## src/hdl/ledfx_pkg.sv

```systemverilog
// Shared types and constants for the LED strip effect generator.
// Holds the tick, pixel and job structs plus mode and register codes.
// No dependencies; the core, front and back files in hdl/ refer to this package.
`default_nettype none

package ledfx_pkg;

  // Effect modes.
  localparam logic [1:0] MODE_SOLID   = 2'd0;
  localparam logic [1:0] MODE_RAINBOW = 2'd1;
  localparam logic [1:0] MODE_WIPE    = 2'd2;

  // Wipe color steps.
  localparam logic [1:0] STEP_BLUE  = 2'd0;
  localparam logic [1:0] STEP_GREEN = 2'd1;
  localparam logic [1:0] STEP_RED   = 2'd2;

  // Configuration register indexes.
  localparam int unsigned CFG_INDEX_W = 1;
  localparam logic [CFG_INDEX_W-1:0] REG_FRAME_INTERVAL = 1'd0;
  localparam logic [CFG_INDEX_W-1:0] REG_PRESS_LOCKOUT  = 1'd1;

  localparam logic [15:0] FRAME_INTERVAL_RESET = 16'd50;
  localparam logic [15:0] PRESS_LOCKOUT_RESET  = 16'd500;

  // Brightness mapping: 1 + (s - 50) * 254 / 973. The product 254 * ceil(2^28 / 973)
  // gives the exact quotient for every sample in range.
  localparam logic [9:0]  SAMPLE_FLOOR = 10'd50;
  localparam logic [26:0] BRIGHT_RECIP = 27'd70074790;
  localparam int unsigned BRIGHT_SHIFT = 28;

  localparam logic [7:0] FULL_ON = 8'd255;

  typedef enum logic [1:0] {
    JOB_SOLID,
    JOB_RAINBOW,
    JOB_WIPE
  } job_kind_t;

  typedef struct packed {
    logic [31:0] now_ms;
    logic        button_down;
    logic [9:0]  level_sample;
  } tick_t;

  typedef struct packed {
    logic [5:0] pixel_index;
    logic [7:0] red;
    logic [7:0] green;
    logic [7:0] blue;
    logic [7:0] brightness;
    logic [1:0] mode_now;
    logic       last_write;
  } pixel_t;

  // One classified request handed from the front to the back.
  typedef struct packed {
    job_kind_t  kind;
    logic [7:0] brightness;
    logic [1:0] mode_now;
    logic [7:0] rainbow_offset;
    logic [5:0] wipe_position;
    logic [1:0] wipe_color_step;
  } job_t;

endpackage

`default_nettype wire

```

## src/hdl/led_strip_effect_generator_core.sv

```systemverilog
// Top level of the LED strip effect generator: front end, job queue, back end
// and result queue. Depends on ledfx_pkg, ledfx_front, ledfx_fifo, ledfx_back.
`default_nettype none

// Channel   Direction  Handshake              Payload
// tick      in         push / full            ledfx_pkg::tick_t (one control tick)
// pixel     out        empty / pop            ledfx_pkg::pixel_t (one pixel write)
// cfg       in         cfg_valid / cfg_ready  cfg_index, cfg_data (register write)
//
// A tick is classified in the cycle it is pushed; all effect state updates at that edge.
// Its job then waits in a short queue for the back end, which emits one pixel write per cycle
// unless the result queue is full: PIXEL_COUNT writes per solid or rainbow tick, one per wipe
// tick, so the back end's write counter sets the rate. A tick that causes no write leaves nothing
// behind. Reset is synchronous and clears all control and effect state; full rises only when the
// job queue is full, and a stalled pop backs up the result queue and then the back end.

module led_strip_effect_generator_core #(
  parameter int unsigned PIXEL_COUNT  = 8,
  parameter int unsigned JOB_DEPTH    = 2,
  parameter int unsigned RESULT_DEPTH = 2
) (
  input  wire logic                              clk,
  input  wire logic                              rst,
  input  wire logic                              push,
  output logic                                   full,
  input  wire ledfx_pkg::tick_t                  tick,
  output logic                                   empty,
  input  wire logic                              pop,
  output ledfx_pkg::pixel_t                      pixel,
  input  wire logic                              cfg_valid,
  output logic                                   cfg_ready,
  input  wire logic [ledfx_pkg::CFG_INDEX_W-1:0] cfg_index,
  input  wire logic [15:0]                       cfg_data
);

  localparam int unsigned JOB_W = $bits(ledfx_pkg::job_t);
  localparam int unsigned PIX_W = $bits(ledfx_pkg::pixel_t);

  logic              accept;
  logic              job_valid;
  ledfx_pkg::job_t   job_new;
  logic [JOB_W-1:0]  job_raw;
  logic              job_empty;
  logic              job_pop;
  logic              res_full;
  logic              res_push;
  ledfx_pkg::pixel_t res;
  logic [PIX_W-1:0]  pixel_raw;

  // A request is taken whenever the job queue has room, even while the back
  // end is still busy with earlier ones.
  assign accept = push & ~full;

  ledfx_front #(
    .PIXEL_COUNT (PIXEL_COUNT)
  ) u_front (
    .clk       (clk),
    .rst       (rst),
    .cfg_valid (cfg_valid),
    .cfg_ready (cfg_ready),
    .cfg_index (cfg_index),
    .cfg_data  (cfg_data),
    .accept    (accept),
    .tick      (tick),
    .job_valid (job_valid),
    .job       (job_new)
  );

  // Only ticks that produce writes enter the job queue.
  ledfx_fifo #(
    .WIDTH (JOB_W),
    .DEPTH (JOB_DEPTH)
  ) u_job_q (
    .clk   (clk),
    .rst   (rst),
    .push  (accept & job_valid),
    .wdata (job_new),
    .full  (full),
    .pop   (job_pop),
    .rdata (job_raw),
    .empty (job_empty)
  );

  ledfx_back #(
    .PIXEL_COUNT (PIXEL_COUNT)
  ) u_back (
    .clk       (clk),
    .rst       (rst),
    .job_empty (job_empty),
    .job_in    (ledfx_pkg::job_t'(job_raw)),
    .job_pop   (job_pop),
    .res_full  (res_full),
    .res_push  (res_push),
    .res       (res)
  );

  // The result queue decouples the consumer's pop from the back end.
  ledfx_fifo #(
    .WIDTH (PIX_W),
    .DEPTH (RESULT_DEPTH)
  ) u_res_q (
    .clk   (clk),
    .rst   (rst),
    .push  (res_push),
    .wdata (res),
    .full  (res_full),
    .pop   (pop),
    .rdata (pixel_raw),
    .empty (empty)
  );

  assign pixel = ledfx_pkg::pixel_t'(pixel_raw);

endmodule

`default_nettype wire

```

## src/hdl/ledfx_fifo.sv

```systemverilog
// Small register FIFO used for the job queue and the result queue.
// Generic width; no package dependency. DEPTH must be a power of two, at least 2.
`default_nettype none

module ledfx_fifo #(
  parameter int unsigned WIDTH = 8,
  parameter int unsigned DEPTH = 2
) (
  input  wire logic             clk,
  input  wire logic             rst,
  input  wire logic             push,
  input  wire logic [WIDTH-1:0] wdata,
  output logic                  full,
  input  wire logic             pop,
  output logic [WIDTH-1:0]      rdata,
  output logic                  empty
);

  localparam int unsigned AW = $clog2(DEPTH);

  logic [WIDTH-1:0] slots [DEPTH];
  logic [AW-1:0]    wr_ptr;
  logic [AW-1:0]    rd_ptr;
  logic [AW:0]      count;
  logic             do_push;
  logic             do_pop;

  assign full    = (count == (AW+1)'(DEPTH));
  assign empty   = (count == '0);
  assign do_push = push & ~full;
  assign do_pop  = pop & ~empty;
  assign rdata   = slots[rd_ptr];

  always_ff @(posedge clk) begin
    if (rst) begin
      wr_ptr <= '0;
      rd_ptr <= '0;
      count  <= '0;
    end else begin
      if (do_push) begin
        wr_ptr <= wr_ptr + 1'b1;
      end
      if (do_pop) begin
        rd_ptr <= rd_ptr + 1'b1;
      end
      if (do_push && !do_pop) begin
        count <= count + 1'b1;
      end else if (do_pop && !do_push) begin
        count <= count - 1'b1;
      end
    end
  end

  always_ff @(posedge clk) begin
    if (do_push) begin
      slots[wr_ptr] <= wdata;
    end
  end

endmodule

`default_nettype wire

```

## src/hdl/ledfx_front.sv

```systemverilog
// Front end: configuration registers, brightness mapping, button handling and
// per-mode state. Classifies each tick into a job. Depends on ledfx_pkg.
`default_nettype none

module ledfx_front #(
  parameter int unsigned PIXEL_COUNT = 8
) (
  input  wire logic                                 clk,
  input  wire logic                                 rst,
  input  wire logic                                 cfg_valid,
  output logic                                      cfg_ready,
  input  wire logic [ledfx_pkg::CFG_INDEX_W-1:0]    cfg_index,
  input  wire logic [15:0]                          cfg_data,
  input  wire logic                                 accept,
  input  wire ledfx_pkg::tick_t                     tick,
  output logic                                      job_valid,
  output ledfx_pkg::job_t                           job
);

  logic [15:0] frame_interval;
  logic [15:0] press_lockout;
  logic [1:0]  active_mode;
  logic        prev_button;
  logic [31:0] press_time;
  logic        solid_done;
  logic [31:0] rainbow_time;
  logic [7:0]  rainbow_offset;
  logic [31:0] wipe_time;
  logic [5:0]  wipe_position;
  logic [1:0]  wipe_color_step;

  logic [9:0]  sample_above;
  logic [36:0] bright_prod;
  logic [7:0]  bright;
  logic        press_ok;
  logic [1:0]  mode_next;
  logic        rainbow_due;
  logic        wipe_due;
  logic [6:0]  wipe_inc;
  logic        wipe_wrap;
  logic [1:0]  step_next;

  assign cfg_ready = 1'b1;

  // Samples below the floor clamp to it, so they map to brightness 1.
  assign sample_above = (tick.level_sample < ledfx_pkg::SAMPLE_FLOOR) ? '0
                      : tick.level_sample - ledfx_pkg::SAMPLE_FLOOR;
  assign bright_prod  = 37'(sample_above) * 37'(ledfx_pkg::BRIGHT_RECIP);
  assign bright       = bright_prod[ledfx_pkg::BRIGHT_SHIFT +: 8] + 8'd1;

  assign press_ok = tick.button_down & ~prev_button
                  & ((tick.now_ms - press_time) > {16'd0, press_lockout});

  always_comb begin
    mode_next = active_mode;
    if (press_ok) begin
      unique case (active_mode)
        ledfx_pkg::MODE_SOLID:   mode_next = ledfx_pkg::MODE_RAINBOW;
        ledfx_pkg::MODE_RAINBOW: mode_next = ledfx_pkg::MODE_WIPE;
        ledfx_pkg::MODE_WIPE:    mode_next = ledfx_pkg::MODE_SOLID;
        default:                 mode_next = ledfx_pkg::MODE_RAINBOW;
      endcase
    end
  end

  assign rainbow_due = (tick.now_ms - rainbow_time) > {16'd0, frame_interval};
  assign wipe_due    = (tick.now_ms - wipe_time) > {16'd0, frame_interval};

  assign wipe_inc  = {1'b0, wipe_position} + 7'd1;
  assign wipe_wrap = (wipe_inc >= 7'(PIXEL_COUNT));

  always_comb begin
    unique case (wipe_color_step)
      ledfx_pkg::STEP_BLUE:  step_next = ledfx_pkg::STEP_GREEN;
      ledfx_pkg::STEP_GREEN: step_next = ledfx_pkg::STEP_RED;
      ledfx_pkg::STEP_RED:   step_next = ledfx_pkg::STEP_BLUE;
      default:               step_next = ledfx_pkg::STEP_GREEN;
    endcase
  end

  always_comb begin
    job_valid           = 1'b0;
    job.kind            = ledfx_pkg::JOB_SOLID;
    job.brightness      = bright;
    job.mode_now        = mode_next;
    job.rainbow_offset  = rainbow_offset;
    job.wipe_position   = wipe_position;
    job.wipe_color_step = wipe_color_step;
    unique case (mode_next)
      ledfx_pkg::MODE_SOLID: begin
        job_valid = ~solid_done;
        job.kind  = ledfx_pkg::JOB_SOLID;
      end
      ledfx_pkg::MODE_RAINBOW: begin
        job_valid = rainbow_due;
        job.kind  = ledfx_pkg::JOB_RAINBOW;
      end
      ledfx_pkg::MODE_WIPE: begin
        job_valid = wipe_due;
        job.kind  = ledfx_pkg::JOB_WIPE;
      end
      default: begin
        job_valid = 1'b0;
      end
    endcase
  end

  always_ff @(posedge clk) begin
    if (rst) begin
      frame_interval <= ledfx_pkg::FRAME_INTERVAL_RESET;
      press_lockout  <= ledfx_pkg::PRESS_LOCKOUT_RESET;
    end else if (cfg_valid && cfg_ready) begin
      unique case (cfg_index)
        ledfx_pkg::REG_FRAME_INTERVAL: frame_interval <= cfg_data;
        ledfx_pkg::REG_PRESS_LOCKOUT:  press_lockout  <= cfg_data;
        default: ;
      endcase
    end
  end

  always_ff @(posedge clk) begin
    if (rst) begin
      active_mode     <= ledfx_pkg::MODE_SOLID;
      prev_button     <= 1'b0;
      press_time      <= '0;
      solid_done      <= 1'b0;
      rainbow_time    <= '0;
      rainbow_offset  <= '0;
      wipe_time       <= '0;
      wipe_position   <= '0;
      wipe_color_step <= ledfx_pkg::STEP_BLUE;
    end else if (accept) begin
      active_mode <= mode_next;
      prev_button <= tick.button_down;
      if (press_ok) begin
        press_time <= tick.now_ms;
      end
      if (job_valid) begin
        unique case (job.kind)
          ledfx_pkg::JOB_SOLID: begin
            solid_done <= 1'b1;
          end
          ledfx_pkg::JOB_RAINBOW: begin
            rainbow_offset <= rainbow_offset + 8'd1;
            rainbow_time   <= tick.now_ms;
          end
          ledfx_pkg::JOB_WIPE: begin
            wipe_time <= tick.now_ms;
            if (wipe_wrap) begin
              wipe_position   <= '0;
              wipe_color_step <= step_next;
            end else begin
              wipe_position <= wipe_inc[5:0];
            end
          end
          default: ;
        endcase
      end
    end
  end

endmodule

`default_nettype wire

```

## src/hdl/ledfx_back.sv

```systemverilog
// Back end: expands one job into its pixel writes, one per cycle while the result queue has room.
// Computes color-wheel, solid and wipe colors. Depends on ledfx_pkg.
`default_nettype none

module ledfx_back #(
  parameter int unsigned PIXEL_COUNT = 8
) (
  input  wire logic              clk,
  input  wire logic              rst,
  input  wire logic              job_empty,
  input  wire ledfx_pkg::job_t   job_in,
  output logic                   job_pop,
  input  wire logic              res_full,
  output logic                   res_push,
  output ledfx_pkg::pixel_t      res
);

  logic            busy;
  ledfx_pkg::job_t job;
  logic [5:0]      cnt;
  logic            last;
  logic [7:0]      wheel_pos;
  logic [7:0]      wr;
  logic [7:0]      wg;
  logic [7:0]      wb;

  function automatic logic [23:0] wheel(input logic [7:0] pos);
    logic [7:0] w;
    logic [7:0] t;
    logic [9:0] t3;
    logic [7:0] up;
    w  = 8'hFF - pos;
    t  = (w < 8'd85) ? w : ((w < 8'd170) ? w - 8'd85 : w - 8'd170);
    t3 = {2'b00, t} + {1'b0, t, 1'b0};
    up = t3[7:0];
    if (w < 8'd85) begin
      wheel = {8'hFF - up, 8'd0, up};
    end else if (w < 8'd170) begin
      wheel = {8'd0, up, 8'hFF - up};
    end else begin
      wheel = {up, 8'hFF - up, 8'd0};
    end
  endfunction

  assign last     = (job.kind == ledfx_pkg::JOB_WIPE) || (cnt == 6'(PIXEL_COUNT - 1));
  assign res_push = busy & ~res_full;
  assign job_pop  = ~job_empty & (~busy | (res_push & last));

  assign wheel_pos    = job.rainbow_offset + {2'b00, cnt};
  assign {wr, wg, wb} = wheel(wheel_pos);

  always_comb begin
    res.pixel_index = cnt;
    res.brightness  = job.brightness;
    res.mode_now    = job.mode_now;
    res.last_write  = last;
    res.red         = '0;
    res.green       = '0;
    res.blue        = '0;
    case (job.kind)
      ledfx_pkg::JOB_SOLID: begin
        res.red = ledfx_pkg::FULL_ON;
      end
      ledfx_pkg::JOB_RAINBOW: begin
        res.red   = wr;
        res.green = wg;
        res.blue  = wb;
      end
      ledfx_pkg::JOB_WIPE: begin
        res.pixel_index = job.wipe_position;
        case (job.wipe_color_step)
          ledfx_pkg::STEP_GREEN: res.green = ledfx_pkg::FULL_ON;
          ledfx_pkg::STEP_RED:   res.red   = ledfx_pkg::FULL_ON;
          default:               res.blue  = ledfx_pkg::FULL_ON;
        endcase
      end
      default: ;
    endcase
  end

  always_ff @(posedge clk) begin
    if (rst) begin
      busy <= 1'b0;
    end else if (job_pop) begin
      busy <= 1'b1;
    end else if (res_push && last) begin
      busy <= 1'b0;
    end
  end

  always_ff @(posedge clk) begin
    if (job_pop) begin
      job <= job_in;
      cnt <= '0;
    end else if (res_push) begin
      cnt <= cnt + 6'd1;
    end
  end

endmodule

`default_nettype wire
```

## config.mk

```make
export PLATFORM = sky130hd
export DESIGN_NAME = led_strip_effect_generator_core
export DESIGN_NICKNAME = d
export VERILOG_FILES = /design/src/hdl/ledfx_pkg.sv /design/src/hdl/led_strip_effect_generator_core.sv /design/src/hdl/ledfx_fifo.sv /design/src/hdl/ledfx_front.sv /design/src/hdl/ledfx_back.sv
export SDC_FILE = /design/constraint.sdc
export NUM_CORES = 1
export LEC_CHECK = 0
export BUFFER_PORTS_ARGS = -buffer_cell sky130_fd_sc_hd__buf_2
export CORE_ASPECT_RATIO = 1.2
export CORE_MARGIN = 4
export CORE_UTILIZATION = 40
export CTS_CLUSTER_SIZE = 16
export DETAILED_ROUTE_END_ITERATION = 6
export GPL_TIMING_DRIVEN = 0
export PLACE_DENSITY_LB_ADDON = 0.15
export SYNTH_ARGS = -nofsm -noshare
export SYNTH_HDL_FRONTEND = slang
export SYNTH_SLANG_ARGS = --single-unit
```

## constraint.sdc

```tcl
create_clock -name clk -period 13.8 [get_ports clk]
set_input_delay 2.07 -clock clk [delete_from_list [all_inputs] [get_ports clk]]
set_output_delay 2.07 -clock clk [all_outputs]
set_load 0.03 [all_outputs]
```

======== Word-level counts from Yosys, hierarchy flattened ========
Memory sizes are Yosys's and may differ from the RTL's. A register that Yosys moved wholly into a read port is not among the register bits.
Index checks and enable logic that the tools add are counted.
W data, S select, Z words.
storage, ports and cells
  register bits ........................... 163
  RAM bits ................................ 138
  word-level logic and storage cells ...... 141
  memories kept ........................... 2
cells by class
  add/subtract/negate cells ............... 22
  $mul .................................... 1
  magnitude comparators ................... 7
  equality and inequality tests ........... 15
  multiplexer cells ....................... 29
  bitwise logic cells ..................... 20
  reductions and logical operators ........ 26
memory list
  memory         words  width  rd ports  clocked after Yosys merged registers in  write ports  line              source
  u_res_q.slots  2      41     1         1                                        1            ledfx_fifo.sv:21  logic [WIDTH-1:0] slots [DEPTH];
  u_job_q.slots  2      28     1         1                                        1            ledfx_fifo.sv:21
operators with widths
  kind                      count
  $gt A32 B16 Y1            3
  $sub A32 B32 Y32          3
  $mux W24                  2
  $mux W8                   5
  $mul A10 B26 Y35 const B  1
  $pmux W16 S2              1
  $pmux W8 S3               1
  $add A8 B1 Y8 const B     2
  $eq A2 B2 Y1 const B      8
  $sub A8 B8 Y8 const A     2
  $eq A2 B1 Y1 const B      6
  $mux W6                   2
  $pmux W2 S2               3
  $and A1 B1 Y1             11
  $logic_not A2 Y1          5
  $lt A10 B6 Y1 const B     1
  $mux W10                  1
  $mux W2                   5
  $sub A10 B6 Y10 const B   1
  $reduce_and A3 Y1         3
  $add A8 B6 Y8             1
  $add A8 B8 Y8             1
  $lt A8 B7 Y1 const B      1
  $lt A8 B8 Y1 const B      1
  20 further kinds          50

======== Logic depth before layout (Yosys ltp) ========
  depth after elaboration ................. 12
  depth in mapped cells ................... 39
  mapped depth without buffers ............ 38

======== Hierarchy ========
A second synthesis with hierarchy kept.
unflattened totals
  cells, all modules ...................... 2,615
  area, all modules ....................... 24,649.9 um2
by module, submodules not included
  module                           instances  cells an instance  area each (um2)
  ledfx_front                      1          1,973              15,984.1
  ledfx_back                       1          375                3,249.4
  ledfx_fifo (u_res_q)             1          153                3,166.8
  ledfx_fifo (u_job_q)             1          112                2,234.6
  led_strip_effect_generator_core  1          2                  15.0

======== Worst setup path before layout ========
No wires, ideal clock.
  kind .................................... in2reg
  start ................................... input tick[11] in the netlist's numbering
  end ..................................... memory u_job_q.slots[0][0] in the netlist's numbering (enable)
  setup time .............................. 0.413 ns
  arrival ................................. 9.064 ns
  data required time ...................... 13.387 ns
  slack ................................... 4.323 ns
  stages on the path ...................... 36
  path through ............................ inv_1 > ha_1 > inv_1 > fa_1 > a211oi_1 > o21bai_1 > a21o_1 > a21o_1 > a21oi_1 > o21bai_1 > a21oi_1 > xnor2_1 > ha_1 > nand4_1 > nor4_1 > nor4_1 > a211oi_1 > nand4_1 > or4_1 > nor4_1 > nand4_1 > nand2_1 > mux2i_1 > ha_1 > nor2b_1 > nor2_1 > o21ai_0 > nor4_1 > o22ai_1 > a2111oi_0 > and4_1 > nand4_1 > a2bb2oi_2 > buf_4 > buf_2 > nor2_1
on the way
  cells in the longest elaborated chain, start to end .. 10
RTL lines
  element                               line                                   source
  from (decl)                           led_strip_effect_generator_core.sv:26  input wire ledfx_pkg::tick_t tick,
  $sub A32 B32 Y32                      ledfx_front.sv:52                      & ((tick.now_ms - press_time) > {16'd0, press_lockout});
  $gt A32 B16 Y1                        ledfx_front.sv:52
  $and A1 B1 Y1                         ledfx_front.sv:52
  $mux W2                               ledfx_front.sv:56                      if (press_ok) begin
  $eq A2 B2 Y1 (tied with other cells)  ledfx_front.sv:89                      unique case (mode_next)
  $pmux W1 S3 (*)                       ledfx_front.sv:89
  $and A1 B1 Y1 (*)                     led_strip_effect_generator_core.sv:76  .push (accept & job_valid),
  $and A1 B1 Y1 (*)                     ledfx_fifo.sv:30                       assign do_push = push & ~full;
  $mux W1 (*)                           ledfx_fifo.sv:55                       if (do_push) begin
  $mux W1 (not written as such) (*)     ledfx_fifo.sv:56                       slots[wr_ptr] <= wdata;
  to (decl)                             ledfx_fifo.sv:21
Every way passes the cells marked *; elsewhere a longest branch is shown, timed or not.

======== Worst setup path in the final report ========
  start ................................... input tick[11] in the netlist's numbering
  end ..................................... register u_job_q.count[1]
on the way
  cells in the longest elaborated chain, start to end .. 11
RTL lines
  element                               line                                   source
  $sub A32 B32 Y32                      ledfx_front.sv:52
  $gt A32 B16 Y1                        ledfx_front.sv:52
  $and A1 B1 Y1                         ledfx_front.sv:52
  $mux W2                               ledfx_front.sv:56
  $eq A2 B2 Y1 (tied with other cells)  ledfx_front.sv:89
  $pmux W1 S3 (*)                       ledfx_front.sv:89
  $and A1 B1 Y1 (*)                     led_strip_effect_generator_core.sv:76
  $and A1 B1 Y1 (*)                     ledfx_fifo.sv:30
  net u_job_q.do_push                   ledfx_fifo.sv:25                       logic do_push;
  $logic_not A1 Y1                      ledfx_fifo.sv:48                       end else if (do_pop && !do_push) begin
  $logic_and A1 B1 Y1                   ledfx_fifo.sv:48
  $reduce_bool A2 Y1 (no source line)   -
  to (signal assigned)                  ledfx_fifo.sv:47                       count <= count + 1'b1;
  to (signal assigned)                  ledfx_fifo.sv:49                       count <= count - 1'b1;
  to (decl)                             ledfx_fifo.sv:24                       logic [AW:0] count;
Mark *: on every way through the listed nets, which the timed path passes. The rest lies on a longest branch.
A chain may end at the register's enable or synchronous reset.

==> impl_results.rst <==
.. list-table::
   :header-rows: 1

   * - Metric
     - Value
   * - Result of the run
     - finished clean
   * - Vertical die dimension
     - about 280 µm
   * - Data arrival at the endpoint of the critical path
     - between 10000 and 15000 ps
   * - Amount of wire on met2 after detailed routing
     - about 35000 µm
   * - Wire length of the first global-routing pass
     - 109000 µm
   * - Number of buffers inserted by post-CTS setup repair
     - 0
   * - Number of I/O port buffers
     - ~110
   * - Relative slew slack
     - a little under a third
   * - Clock transition at the registers of the reported paths
     - around 60 ps
   * - Number of placed cells counting well taps
     - 3575
   * - Drt drc
     - 0
   * - Gate count of the mapped netlist
     - 2658
   * - Number of violations reported at the end of detailed-routing iteration 0
     - 861
   * - Die Width
     - 234 µm
   * - Number of H-tree branching levels
     - 2
   * - Pins Over Slew Limit
     - 0
   * - Die Footprint
     - roughly 65000 µm²
   * - Max FO, Critical Path
     - 10
   * - Hpwl dp
     - between 50000 and 60000 µm
   * - Commonest cells after routing, fill and taps aside
     - 302 x sky130_fd_sc_hd__ha_1, 270 x sky130_fd_sc_hd__inv_1, 268 x sky130_fd_sc_hd__nand2_1
   * - Synth Register Bits
     - 330
   * - Sum of overflow across all layers after global routing
     - 0
   * - Number of top-level pins
     - between 100 and 150
   * - Post-cts sizing count
     - 0
   * - Final GP Congestion
     - 0.916
   * - Largest stage delay on the critical path
     - approximately 570 ps
   * - Number of buffers added by the clock tree synthesis step
     - 40
   * - Clock root buffer
     - sky130_fd_sc_hd__clkbuf_16
   * - Average footprint of a synthesized cell
     - roughly 9.2 µm²
   * - Setup Crit Path Kind
     - input port to register
   * - Worst-path cell with the longest stage delay
     - sky130_fd_sc_hd__nor4_1
   * - Number of endpoints failing setup at the final stage
     - 0
   * - First drt pass iteration count
     - 7
   * - Via count
     - ~20000
   * - Final critical-path required period
     - between 10000 and 15000 ps
   * - Uppermost layer routed
     - met4
   * - Portion of the post-synthesis area used by sequential elements
     - around a third
   * - Total Routed Length
     - 68600 µm
   * - Antenna violations before repair
     - 0
   * - Library cells used by synthesis
     - around 90
   * - Final TNS setup
     - 0 ps
   * - Worst vdd ir
     - around 250 µV
   * - Maximum root-to-sink buffer count
     - 3
   * - Layout Cells excl Fill
     - about 3600
   * - Met3 routed WL
     - 1930 µm
   * - Detail-routed net length per standard cell
     - 18.8 µm
   * - Worst min-delay path category
     - register to register
   * - Syn_nets
     - roughly 3000
   * - Post-detailed-route via-to-cell ratio
     - roughly 5.4
   * - TritonCTS clock tree
     - built
   * - Final hold violations
     - 0
   * - Routed metal-1 wire length
     - between 20000 and 30000 µm
   * - Initial standard-cell utilization of the core
     - 40.3%
   * - Power Dens Cells
     - 213 nW/µm²
   * - Ratio of cells with drive above 1 in the final layout
     - a little over a tenth
   * - Worst-margin pin slew
     - around 1000 ps
   * - Primary flip-flop cell chosen by synthesis mapping
     - sky130_fd_sc_hd__edfxtp_1
   * - Most common library cell in the layout ignoring fill and taps
     - sky130_fd_sc_hd__ha_1
   * - Share of synthesized flip-flops with an asynchronous set or reset
     - 0%
   * - Number of enable-type register cells in the synthesized netlist
     - ~170
   * - Growth of design area from synthesis to finish
     - 12.1%
   * - NumNets Final
     - ~3200
   * - Post-Synthesis Cell Area
     - roughly 25000 µm²
   * - Clock Skews
     - around 16 ps
   * - Req. time, crit path
     - between 10000 and 15000 ps
   * - Startpoint kind of the worst setup timing path
     - input port
   * - CTS Sinks
     - 330
   * - Element type at the critical path end
     - register
   * - Crit path buf inv count
     - 5
   * - Largest net degree at the start of global routing
     - 35
   * - Hold Slack
     - roughly 450 ps
   * - Unrepaired setup endpoints after global routing
     - false
   * - Category of cells accounting for the largest share of critical-path delay
     - simple AND/OR/NAND/NOR gates
   * - Clock insertion delay at the later pin of the skew report
     - between 500 and 600 ps
   * - Timing-limited maximum frequency
     - around 90 MHz
   * - Max-capacitance violation count
     - 0
   * - Number of diodes
     - 0
   * - Antenna viol nets, final
     - 0
   * - Final period util
     - a little under 80%
   * - Synth warn
     - 0
   * - Via count of the first global-routing pass
     - 20000
   * - Leakage component of the power
     - roughly 11 nW
   * - Std cell rows
     - a little under 100
   * - Total Routing Usage GR
     - 20.8%
   * - Post-CTS Hold Fix Bufs
     - 0
   * - Core outline area
     - just over 60000 µm²
[report_power, final]
group	leakage [nW]	switching (mW)	internal (mW)	total (mW)
Clock	0.672	0.438	0.629	1.07
Combinational	7.88	2.05	1.33	3.38
Sequential	2.90	0.0681	1.35	1.42
Total	11.4	2.55	3.31	5.86
[per-layer routing]
layer,vias to the layer above,track usage [%]
met4,0,6.83
li1,9825,-
met3,108,2.41
met1,9479,24.8
met5,-,0
met2,287,38.7
[per-stage QoR]
step           setup WS (ps)  area (µm²)  util [%]  total power, mW
3_5_place_dp            2490       26200      43.0             4.82
6_report                2900       27500      45.2             5.86
4_1_cts                 3060       27500      45.2             5.93
2_1_floorplan           4320       24500         -             3.92
5_1_grt                 2200       27500      45.2             6.41
3_3_place_gp            1770       26100      42.9             4.75
[synthesized netlist by cell type, drive strengths merged, types with 10 or more instances]
master	n	area [µm²]
mux2	74	833
dfxtp	164	3280
xor2	41	359
edfxtp	166	4980
buf	27	194
and3	16	101
xnor2	60	526
a31oi	25	156
a21o	64	482
nor3	27	135
ha	302	3780
inv	271	1020
nor3b	10	75.1
o21bai	16	120
o31ai	11	82.6
nor2	134	503
nor4	18	113
a211oi	15	113
o21a	30	225
nor2b	19	119
or2	12	77.6
clkbuf	78	293
or3	17	106
nand2	268	1010
nand2b	26	163
a21boi	19	143
fa	49	981
mux2i	78	781
o211ai	37	278
o21ai	130	654
nand4	37	231
and2	22	138
nand3	61	305
a21oi	215	1080
a2111oi	13	126
[path summary, 6_finish.rpt]
check                                           start                   to  slack, ps  depth (start not counted)
worst max-delay path                         tick[11]     u_job_q.count[1]       2900                         39
worst min-delay path                    u_back.res[4]  u_res_q.slots[0][4]        450                          0
worst max register to register  u_front.press_time[1]     u_job_q.count[1]       4390                         35
worst min register to register          u_back.res[4]  u_res_q.slots[0][4]        450                          0
[flip-flops by register name (all words and copies together), names as in the netlist, 6 cells and up, named ones only]
name and flops:
u_job_q.slots 56, u_front.press_lockout 16, u_front.press_time 32, u_back.res 10, u_front.wipe_position 6, u_back.cnt 6, u_front.rainbow_offset 8, u_front.frame_interval 16
u_res_q.slots 82, u_front.rainbow_time 32, u_front.wipe_time 32, u_back.job 18
[final cells by class]
cell class,instances,area [µm²]
Fill cell,5890,33300
Sequential cell,330,8270
Tap cell,808,1010
Clock buffer,50,1100
Clock inverter,24,241
Multi-Input combinational cell,1952,14800
Buffer,105,487
Timing Repair Buffer,109,591
Inverter,271,1020
[worst reg2reg max path, delay by kind of cell, from the launching register on]
| family | cells | cell delay, ps |
|---|---|---|
| simple gates | 16 | 4310 |
| compound gates | 9 | 2420 |
| fa+ha+maj | 4 | 1270 |
| buf+inv | 4 | 700 |
| flops | 1 | 330 |
| xor+xnor | 1 | 170 |
| mux | 1 | 170 |
[cells by family after synthesis]
kind of cell | count (synthesis) | synth area share [%]
AOI/OAI and AO/OA | 658 | 17.3
and+or+nand+nor | 688 | 13.3
buffers and inverters | 376 | 6.13
adders and majority gates | 352 | 19.4
xor gates and xnor gates | 101 | 3.61
muxes | 152 | 6.58
other | 1 | 0.0153
DFF | 330 | 33.7
Power figures use the tool's default switching activity.
